--- config.mk ---
export PLATFORM = sky130hd
export DESIGN_NAME = hsv_to_rgb_converter
export DESIGN_NICKNAME = d
export VERILOG_FILES = /design/src/rtl/hsv_pkg.sv /design/src/rtl/hsv_to_rgb_converter.sv /design/src/rtl/hsv_cfg.sv /design/src/rtl/hsv_div_pipe.sv /design/src/rtl/hsv_mix.sv
export SDC_FILE = /design/constraint.sdc
export NUM_CORES = 2
export LEC_CHECK = 0
export BUFFER_PORTS_ARGS = -buffer_cell sky130_fd_sc_hd__buf_2
export CAP_MARGIN = 20
export CORE_MARGIN = 5
export CORE_UTILIZATION = 65
export DETAILED_ROUTE_END_ITERATION = 6
export PLACE_DENSITY = 0.91
export SETUP_SLACK_MARGIN = 0.5
export SLEW_MARGIN = 20
export SYNTH_ARGS = -nofsm -noshare
export SYNTH_HDL_FRONTEND = slang
export SYNTH_HIERARCHICAL = 1
export SYNTH_SLANG_ARGS = --single-unit
--- constraint.sdc ---
create_clock -name clk_i -period 22.2 [get_ports clk_i]
set_input_delay 1.11 -clock clk_i [delete_from_list [all_inputs] [get_ports clk_i]]
set_output_delay 1.11 -clock clk_i [all_outputs]
set_load 0.1 [all_outputs]
--- src/rtl/hsv_pkg.sv ---
// Shared types and constants of the HSV to RGB converter.
// Used by every module of the block; depends on nothing else.
package hsv_pkg;

  // Field widths.
  localparam int unsigned HueW  = 16;
  localparam int unsigned ChanW = 8;
  localparam int unsigned SectW = 4;
  localparam int unsigned FracW = 8;

  // Hue circle register: smallest usable circle and reset values.
  localparam logic [HueW-1:0] CircleMin   = 16'd6;
  localparam logic [HueW-1:0] CircleReset = 16'd360;
  localparam logic [HueW-1:0] WidthReset  = 16'd60;

  // Division by six as a multiply by ceil(2^18 / 6) and a right shift.
  // This is exact for every 16-bit dividend.
  localparam logic [16:0]  RecipSix   = 17'd43691;
  localparam int unsigned  RecipShift = 18;

  // Full channel level.
  localparam logic [ChanW-1:0] FullLevel = 8'hFF;

  // Hue sectors; any higher sector uses the red sector mapping.
  localparam logic [SectW-1:0] SectRed     = 4'd0;
  localparam logic [SectW-1:0] SectYellow  = 4'd1;
  localparam logic [SectW-1:0] SectGreen   = 4'd2;
  localparam logic [SectW-1:0] SectCyan    = 4'd3;
  localparam logic [SectW-1:0] SectBlue    = 4'd4;
  localparam logic [SectW-1:0] SectMagenta = 4'd5;

  // Pipeline depth: three divider pipes, three mixing stages.
  localparam int unsigned MixStages    = 3;
  localparam int unsigned PipeStages   = HueW + SectW + FracW + MixStages;
  // Items the block can hold: pipeline plus output register and skid slot.
  localparam int unsigned PipeCapacity = PipeStages + 2;

  // Hue circle settings seen by the datapath.
  typedef struct packed {
    logic [HueW-1:0] circle;  // circle, at least six
    logic [HueW-1:0] width;   // sector width, circle / 6
  } cfg_t;

  // One color result, red in the lowest bits.
  typedef struct packed {
    logic [ChanW-1:0] blue;
    logic [ChanW-1:0] green;
    logic [ChanW-1:0] red;
  } rgb_t;

endpackage

--- src/rtl/hsv_to_rgb_converter.sv ---
// HSV to RGB converter, top level. It takes one item per clock cycle at any
// hue circle setting while the skid slot is empty, and returns its color with
// 8 bits per channel. Each item passes through three restoring dividers that
// resolve one quotient bit per register stage (16 stages for the hue modulo the
// circle, 4 for the sector and 8 for the offset within the sector), followed by
// three mixing stages and the output register. A skid slot behind the output
// register lets the pipeline take one more item while a result waits. Write the
// hue circle only while no item is in flight; a value below six acts as six.
// Depends on hsv_pkg, hsv_cfg, hsv_div_pipe and hsv_mix.
module hsv_to_rgb_converter import hsv_pkg::*; (
  input  logic            clk_i,
  input  logic            rst_ni,
  // Hue circle register.
  input  logic            cfg_we_i,
  input  logic [HueW-1:0] cfg_wdata_i,
  // Input items.
  input  logic            s_axis_tvalid,
  output logic            s_axis_tready,
  input  logic [31:0]     s_axis_tdata,   // hue[15:0], saturation[23:16], brightness[31:24]
  // Result items.
  output logic            m_axis_tvalid,
  input  logic            m_axis_tready,
  output logic [23:0]     m_axis_tdata    // red[7:0], green[15:8], blue[23:16]
);

  cfg_t cfg;

  logic             en;
  logic [HueW-1:0]  hue;
  logic [ChanW-1:0] sat, val;

  logic             mod_vld;
  logic [HueW-1:0]  mod_quo, mod_rem;
  logic [15:0]      mod_side;

  logic             sec_vld;
  logic [SectW-1:0] sec_quo;
  logic [HueW-1:0]  sec_rem;
  logic [15:0]      sec_side;

  logic             frc_vld;
  logic [FracW-1:0] frc_quo;
  logic [HueW-1:0]  frc_rem;
  logic [19:0]      frc_side;

  logic             mix_vld;
  rgb_t             mix_rgb;

  logic             out_vld_q, skid_vld_q;
  rgb_t             out_rgb_q, skid_rgb_q;
  logic             push, out_free;

  assign hue = s_axis_tdata[15:0];
  assign sat = s_axis_tdata[23:16];
  assign val = s_axis_tdata[31:24];

  // The whole pipeline moves while the skid slot is empty.
  assign en            = !skid_vld_q;
  assign s_axis_tready = en;

  hsv_cfg u_cfg (
    .clk_i       (clk_i),
    .rst_ni      (rst_ni),
    .cfg_we_i    (cfg_we_i),
    .cfg_wdata_i (cfg_wdata_i),
    .cfg_o       (cfg)
  );

  // Hue modulo the circle.
  hsv_div_pipe #(.Steps(HueW), .Width(HueW), .SideW(16)) u_mod (
    .clk_i     (clk_i),
    .rst_ni    (rst_ni),
    .en_i      (en),
    .valid_i   (s_axis_tvalid),
    .rem_i     ('0),
    .bits_i    (hue),
    .divisor_i (cfg.circle),
    .side_i    ({sat, val}),
    .valid_o   (mod_vld),
    .quo_o     (mod_quo),
    .rem_o     (mod_rem),
    .side_o    (mod_side)
  );

  // Sector index: the reduced hue over the sector width, below twelve.
  hsv_div_pipe #(.Steps(SectW), .Width(HueW), .SideW(16)) u_sector (
    .clk_i     (clk_i),
    .rst_ni    (rst_ni),
    .en_i      (en),
    .valid_i   (mod_vld),
    .rem_i     (HueW'(mod_rem[HueW-1:SectW])),
    .bits_i    (mod_rem[SectW-1:0]),
    .divisor_i (cfg.width),
    .side_i    (mod_side),
    .valid_o   (sec_vld),
    .quo_o     (sec_quo),
    .rem_o     (sec_rem),
    .side_o    (sec_side)
  );

  // Offset within the sector scaled to 0..255.
  hsv_div_pipe #(.Steps(FracW), .Width(HueW), .SideW(20)) u_frac (
    .clk_i     (clk_i),
    .rst_ni    (rst_ni),
    .en_i      (en),
    .valid_i   (sec_vld),
    .rem_i     (sec_rem),
    .bits_i    ('0),
    .divisor_i (cfg.width),
    .side_i    ({sec_quo, sec_side}),
    .valid_o   (frc_vld),
    .quo_o     (frc_quo),
    .rem_o     (frc_rem),
    .side_o    (frc_side)
  );

  hsv_mix u_mix (
    .clk_i    (clk_i),
    .rst_ni   (rst_ni),
    .en_i     (en),
    .valid_i  (frc_vld),
    .frac_i   (frc_quo),
    .sector_i (frc_side[19:16]),
    .sat_i    (frc_side[15:8]),
    .val_i    (frc_side[7:0]),
    .valid_o  (mix_vld),
    .rgb_o    (mix_rgb)
  );

  // Output register with a skid slot for the item in flight when it stalls.
  assign push     = en && mix_vld;
  assign out_free = !out_vld_q || m_axis_tready;

  always_ff @(posedge clk_i or negedge rst_ni) begin
    if (!rst_ni) begin
      out_vld_q  <= 1'b0;
      skid_vld_q <= 1'b0;
    end else if (skid_vld_q) begin
      if (m_axis_tready) begin
        skid_vld_q <= 1'b0;
      end
    end else if (out_free) begin
      out_vld_q <= push;
    end else if (push) begin
      skid_vld_q <= 1'b1;
    end
  end

  always_ff @(posedge clk_i) begin
    if (skid_vld_q) begin
      if (m_axis_tready) begin
        out_rgb_q <= skid_rgb_q;
      end
    end else if (out_free) begin
      out_rgb_q <= mix_rgb;
    end else begin
      skid_rgb_q <= mix_rgb;
    end
  end

  assign m_axis_tvalid = out_vld_q;
  assign m_axis_tdata  = out_rgb_q;

endmodule

--- src/rtl/hsv_cfg.sv ---
// Hue circle register with the derived sector width.
// Depends on hsv_pkg for the reset values and the divide-by-six constant.
module hsv_cfg import hsv_pkg::*; (
  input  logic            clk_i,
  input  logic            rst_ni,
  input  logic            cfg_we_i,
  input  logic [HueW-1:0] cfg_wdata_i,
  output cfg_t            cfg_o
);

  logic [HueW-1:0] circle_d, circle_q;
  logic [HueW-1:0] width_d, width_q;
  logic [31:0]     recip_prod;

  // Clamp the circle to at least six and divide it by six.
  always_comb begin
    circle_d   = (cfg_wdata_i < CircleMin) ? CircleMin : cfg_wdata_i;
    recip_prod = 32'(circle_d) * 32'(RecipSix);
    width_d    = HueW'(recip_prod >> RecipShift);
  end

  // Both values are stored on the write itself.
  always_ff @(posedge clk_i or negedge rst_ni) begin
    if (!rst_ni) begin
      circle_q <= CircleReset;
      width_q  <= WidthReset;
    end else if (cfg_we_i) begin
      circle_q <= circle_d;
      width_q  <= width_d;
    end
  end

  assign cfg_o = '{circle: circle_q, width: width_q};

endmodule

--- src/rtl/hsv_div_pipe.sv ---
// Pipelined restoring divider, one quotient bit per register stage.
// Depends on hsv_pkg only through the import; sizes come from its parameters.
module hsv_div_pipe import hsv_pkg::*; #(
  parameter int unsigned Steps = 16,
  parameter int unsigned Width = 16,
  parameter int unsigned SideW = 16
) (
  input  logic             clk_i,
  input  logic             rst_ni,
  input  logic             en_i,
  input  logic             valid_i,
  input  logic [Width-1:0] rem_i,      // starting remainder, below the divisor
  input  logic [Steps-1:0] bits_i,     // dividend bits shifted in, MSB first
  input  logic [Width-1:0] divisor_i,
  input  logic [SideW-1:0] side_i,
  output logic             valid_o,
  output logic [Steps-1:0] quo_o,
  output logic [Width-1:0] rem_o,
  output logic [SideW-1:0] side_o
);

  // Stage registers.
  logic [Steps-1:0] vld_q;
  logic [Width-1:0] rem_q  [Steps];
  logic [Steps-1:0] bits_q [Steps];
  logic [Steps-1:0] quo_q  [Steps];
  logic [SideW-1:0] side_q [Steps];

  // Inputs of each stage.
  logic             vld_in  [Steps];
  logic [Width-1:0] rem_in  [Steps];
  logic [Steps-1:0] bits_in [Steps];
  logic [Steps-1:0] quo_in  [Steps];
  logic [SideW-1:0] side_in [Steps];

  for (genvar g = 0; g < Steps; g++) begin : g_stage
    logic [Width:0]   shifted;
    logic [Width:0]   trial;
    logic             fits;
    logic [Width-1:0] rem_d;

    // Chain each stage to the one before it.
    if (g == 0) begin : g_first
      assign vld_in[g]  = valid_i;
      assign rem_in[g]  = rem_i;
      assign bits_in[g] = bits_i;
      assign quo_in[g]  = '0;
      assign side_in[g] = side_i;
    end else begin : g_next
      assign vld_in[g]  = vld_q[g-1];
      assign rem_in[g]  = rem_q[g-1];
      assign bits_in[g] = bits_q[g-1];
      assign quo_in[g]  = quo_q[g-1];
      assign side_in[g] = side_q[g-1];
    end

    // Bring down the next dividend bit and subtract the divisor if it fits.
    always_comb begin
      shifted = {rem_in[g], bits_in[g][Steps-1]};
      trial   = shifted - {1'b0, divisor_i};
      fits    = (shifted >= {1'b0, divisor_i});
      rem_d   = fits ? trial[Width-1:0] : shifted[Width-1:0];
    end

    always_ff @(posedge clk_i or negedge rst_ni) begin
      if (!rst_ni) begin
        vld_q[g] <= 1'b0;
      end else if (en_i) begin
        vld_q[g] <= vld_in[g];
      end
    end

    always_ff @(posedge clk_i) begin
      if (en_i) begin
        rem_q[g]  <= rem_d;
        bits_q[g] <= bits_in[g] << 1;
        quo_q[g]  <= {quo_in[g][Steps-2:0], fits};
        side_q[g] <= side_in[g];
      end
    end
  end

  assign valid_o = vld_q[Steps-1];
  assign quo_o   = quo_q[Steps-1];
  assign rem_o   = rem_q[Steps-1];
  assign side_o  = side_q[Steps-1];

endmodule

--- src/rtl/hsv_mix.sv ---
// Three-stage color mixer: forms p, q and t and routes them by hue sector.
// Depends on hsv_pkg for widths, sector codes and the rgb_t result type.
module hsv_mix import hsv_pkg::*; (
  input  logic             clk_i,
  input  logic             rst_ni,
  input  logic             en_i,
  input  logic             valid_i,
  input  logic [FracW-1:0] frac_i,
  input  logic [SectW-1:0] sector_i,
  input  logic [ChanW-1:0] sat_i,
  input  logic [ChanW-1:0] val_i,
  output logic             valid_o,
  output rgb_t             rgb_o
);

  // Stage A: the three first products.
  logic             a_vld_q;
  logic [15:0]      a_p_prod_q, a_sf_prod_q, a_sg_prod_q;
  logic [ChanW-1:0] a_val_q;
  logic [SectW-1:0] a_sector_q;
  logic             a_gray_q;

  // Stage B: p and the products behind q and t.
  logic             b_vld_q;
  logic [ChanW-1:0] b_p_q;
  logic [15:0]      b_q_prod_q, b_t_prod_q;
  logic [ChanW-1:0] b_val_q;
  logic [SectW-1:0] b_sector_q;
  logic             b_gray_q;

  // Stage C: the routed color.
  logic             c_vld_q;
  rgb_t             c_rgb_d, c_rgb_q;

  logic [ChanW-1:0] sf_level, sg_level;
  logic [ChanW-1:0] q_lvl, t_lvl;

  assign sf_level = FullLevel - a_sf_prod_q[15:8];
  assign sg_level = FullLevel - a_sg_prod_q[15:8];
  assign q_lvl    = b_q_prod_q[15:8];
  assign t_lvl    = b_t_prod_q[15:8];

  // Valid bits of the three stages.
  always_ff @(posedge clk_i or negedge rst_ni) begin
    if (!rst_ni) begin
      a_vld_q <= 1'b0;
      b_vld_q <= 1'b0;
      c_vld_q <= 1'b0;
    end else if (en_i) begin
      a_vld_q <= valid_i;
      b_vld_q <= a_vld_q;
      c_vld_q <= b_vld_q;
    end
  end

  // Products of stage A and stage B, and the routed color of stage C.
  always_ff @(posedge clk_i) begin
    if (en_i) begin
      a_p_prod_q  <= 16'(FullLevel - sat_i) * 16'(val_i);
      a_sf_prod_q <= 16'(sat_i) * 16'(frac_i);
      a_sg_prod_q <= 16'(sat_i) * 16'(FullLevel - frac_i);
      a_val_q     <= val_i;
      a_sector_q  <= sector_i;
      a_gray_q    <= (sat_i == '0);

      b_p_q       <= a_p_prod_q[15:8];
      b_q_prod_q  <= 16'(sf_level) * 16'(a_val_q);
      b_t_prod_q  <= 16'(sg_level) * 16'(a_val_q);
      b_val_q     <= a_val_q;
      b_sector_q  <= a_sector_q;
      b_gray_q    <= a_gray_q;

      c_rgb_q     <= c_rgb_d;
    end
  end

  // Route p, q, t and the brightness by sector; zero saturation gives gray.
  always_comb begin
    case (b_sector_q)
      SectYellow:  c_rgb_d = '{red: q_lvl,   green: b_val_q, blue: b_p_q};
      SectGreen:   c_rgb_d = '{red: b_p_q,   green: b_val_q, blue: t_lvl};
      SectCyan:    c_rgb_d = '{red: b_p_q,   green: q_lvl,   blue: b_val_q};
      SectBlue:    c_rgb_d = '{red: t_lvl,   green: b_p_q,   blue: b_val_q};
      SectMagenta: c_rgb_d = '{red: b_val_q, green: b_p_q,   blue: q_lvl};
      default:     c_rgb_d = '{red: b_val_q, green: t_lvl,   blue: b_p_q};
    endcase
    if (b_gray_q) begin
      c_rgb_d = '{red: b_val_q, green: b_val_q, blue: b_val_q};
    end
  end

  assign valid_o = c_vld_q;
  assign rgb_o   = c_rgb_q;

endmodule

==> reports/results.md <==
| Result | Reported | Unit |
|:---|:---|:---|
| Number of vias per cell after detailed routing | 6.20 | - |
| Syn Std Cell Area | 80400 | um2 |
| Sort of element at the end of the critical path | flop | - |
| Synthesized netlist cell count | 6617 | - |
| Cells along the critical path | buf_2 > nor4_4 > and4_2 > or2_2 > ha_1 > xor2_1 > ha_1 > inv_1 > fa_1 > inv_1 > fa_1 > fa_1 > inv_1 > fa_1 > inv_1 > ha_1 > and4_1 > and3_1 > o21ai_0 > o211ai_4 > o41ai_4 > o211ai_2 > or4b_1 > nand4_1 | - |
| Crit path launch type | input pin | - |
| Number of H-tree levels | 4 | - |
| Pin count of the biggest net entering global routing | 170 | - |
| Worst slew pin tran | 1110 | ps |
| Data arrival at the endpoint of the critical path | 7440 | ps |
| Worst Hold End | u_mod/side_q[1][0]$_DFFE_PP_ | - |
| Number of buffers created by CTS | 140 | - |
| Total of buffers placed on input and output ports | 78 | - |
| Post-Place Setup Slack | 14690 | ps |
| Post-CTS Resized | 0 | - |
| Violations in the final reports | design-rule violations | - |
| Min Clock Period, post-route | 6740 | ps |
| Logic depth of the worst register-to-register path | 15 | - |
| Via count of the first global-routing pass | 53599 | - |
| Data required, critical path | 22900 | ps |
| Final number of max-transition violations | 0 | - |
| Unrepaired setup endpoints after global routing | no | - |
| GR Overflow Total | 0 | - |
| End of the worst register-to-register path | u_mix/a_sf_prod_q[15]$_DFFE_PP_ | - |
| Final worst-path setup slack | 15460 | ps |
| Number of optimization iterations in the first detailed-route pass | 7 | - |
| Result of the run | complete, but fails checks | - |
| Highest clock rate | 148 | MHz |
| Total number of vias | 52890 | - |
| Root cell of the clock tree | clkbuf_16 | - |
| CP Max Fanout | 10 | - |
| First-pass GRT wire length | 280000 | um |
| RePlAce Congestion | 0.908 | - |
| Routed length per placed instance | 20.7 | um |
| Number of hold violations in the final report | 0 | - |
| Starting density of the core | 65.2 | % |
| Initial antenna violation count | 3 | - |
| Final Skew | 62.7 | ps |
| Final core occ | 71.2 | % |
| Maximum buffer depth of the clock tree | 3 | - |
| Worst max-slew margin expressed relative to the limit | 26.1 | % |
| Start point of the worst hold path | u_mod/side_q[0][16]$_DFFE_PP_ | - |
| Chip height | 362 | um |
| Width of the die | 362 | um |
| Worst reg-to-reg setup slack | 16920 | ps |
| Die Area | 131000 | um2 |
| Synthesized area per cell | 12.2 | um2 |
| GR Util All Layers | 26.7 | % |
| Synthesis-to-finish area growth | 9.08 | % |
| Share of the clock period used by the worst path after layout | 30.4 | % |
| Total setup buffers inserted after CTS | 0 | - |
| Minimum hold slack | 395 | ps |
| Post-CTS Hold Fix Bufs | 0 | - |
| Total of endpoints with negative setup slack in the final report | 0 | - |
| Total routed wirelength | 177000 | um |
| 1st-iter DRT viols | 4900 | - |
| Start-to-end type of the worst setup path | input pin to flop | - |
| TritonCTS clock tree | built | - |
| Layout cells sized above 1 | 10.7 | % |
| Number of nets in the layout | 7859 | - |
| Post-DRT Antenna Nets | 0 | - |
| Post-route setup TNS | 0 | ps |
| Cell depth of the worst min-delay path | 0 | - |
| Maximum cell stage delay along the critical path | 550 | ps |
| Max-capacitance violation count | 0 | - |
| Worst min-delay path class | flop to flop | - |
| Core footprint | 123000 | um2 |
| Number of primary I/O pins | 79 | - |
| Slowest stage cell on the critical path | fa_1 | - |
| Reg clk slew, reported paths | 60 | ps |
| Clock latency on the worst-skew pair | 810 | ps |
| Remaining DRCs | 3 | - |
| Count of clock tree sinks | 1321 | - |
| # rows | 129 | - |
| Startpoint of the worst register-to-register path | u_frac/side_q[1][73]$_DFFE_PP_ | - |
| Warning count from the yosys run | 6 | - |
| Half-perimeter wire length of the detailed placement result | 120000 | um |
| Count of filler cells inserted in the layout | 8015 | - |
==> per-stage QoR <==
| stage | instance area [um2] | std cells |
|---|---|---|
| 2_1_floorplan | 80600 | 6666 |
| 3_3_place_gp | 82800 | 8280 |
| 3_5_place_dp | 82800 | 8280 |
| 4_1_cts | 87700 | 8534 |
| 5_1_grt | 87800 | 8536 |
| 6_report | 87800 | 8537 |
==> flip-flops by register name, indices dropped and copies added (netlist names), 14 cells and up <==
signal           flops
m_axis_tdata        24
skid_rgb_q          24
u_cfg/circle_q      16
u_cfg/width_q       14
u_frac/bits_q       28
u_frac/quo_q        36
u_frac/rem_q       112
u_frac/side_q      160
u_mix/rgb_o         24
u_mod/bits_q       120
u_mod/rem_q        256
u_mod/side_q       256
u_mod/vld_in        15
u_sector/rem_q      64
u_sector/side_q     64
==> metal layers <==
metal,part of all wire [%],GRT usage (%),wire (um)
met1,39,33.4,69800
met2,48,45.0,85200
met3,6.4,4.07,11300
met4,5.9,14.6,10500
met5,0.0068,0,12
==> how the worst max path moves through the flow <==
stage / start / endpoint / slack, ps / cells past startpoint
after floorplan: skid_vld_q$_DFF_PN0_ / u_mix/a_vld_q$_DFFE_PN0P_ / 6380 / 4
after global placement: cfg_wdata_i[4] / u_cfg/width_q[13]$_DFFE_PN0P_ / 14690 / 24
after detailed placement: cfg_wdata_i[12] / u_cfg/width_q[13]$_DFFE_PN0P_ / 14690 / 24
after CTS: cfg_wdata_i[12] / u_cfg/width_q[13]$_DFFE_PN0P_ / 15510 / 24
after global routing: cfg_wdata_i[13] / u_cfg/width_q[13]$_DFFE_PN0P_ / 15100 / 24
final: cfg_wdata_i[4] / u_cfg/width_q[13]$_DFFE_PN0P_ / 15460 / 24
==> cell usage in the layout (no fill, tap or decap), drive strengths merged, types with 28 or more instances in the layout <==
cell,n
dfrtp,55
nand3,82
nand2,345
nand2b,122
mux2,279
and2,73
a21o,142
nor4,33
o31ai,53
o21bai,40
a21oi,342
o211ai,34
clkbuf,162
edfxtp,1258
clkinv,60
a22oi,28
ha,741
conb,51
o21ai,343
and3,34
a211oi,31
xnor2,233
inv,580
fa,278
buf,130
nor3,102
nand4,68
nor2,338
a31oi,45
o21a,68
xor2,127
nor2b,277
==> critical path: cells and delay by family <==
family	cells	cell delay [ps]
buf+inv	5	520
xor+xnor	1	320
compound gates	4	860
simple gates	7	1690
fa+ha+maj	7	2940
==> area by class of cell <==
cell class,instances,area [um2],share of cell area (%)
flip-flops and latches,1321,39400,44.9
multi-input cells,4622,38500,43.8
clock buffers,162,3640,4.14
inverters,572,2150,2.46
well taps,1637,2050,2.33
clock inverters,92,1260,1.44
repair buffers,130,830,0.945
diodes,1,2.50,0.00285
Power is not shown: default switching activity piles up to over one toggle a cycle in this logic, so the estimate is an artifact.
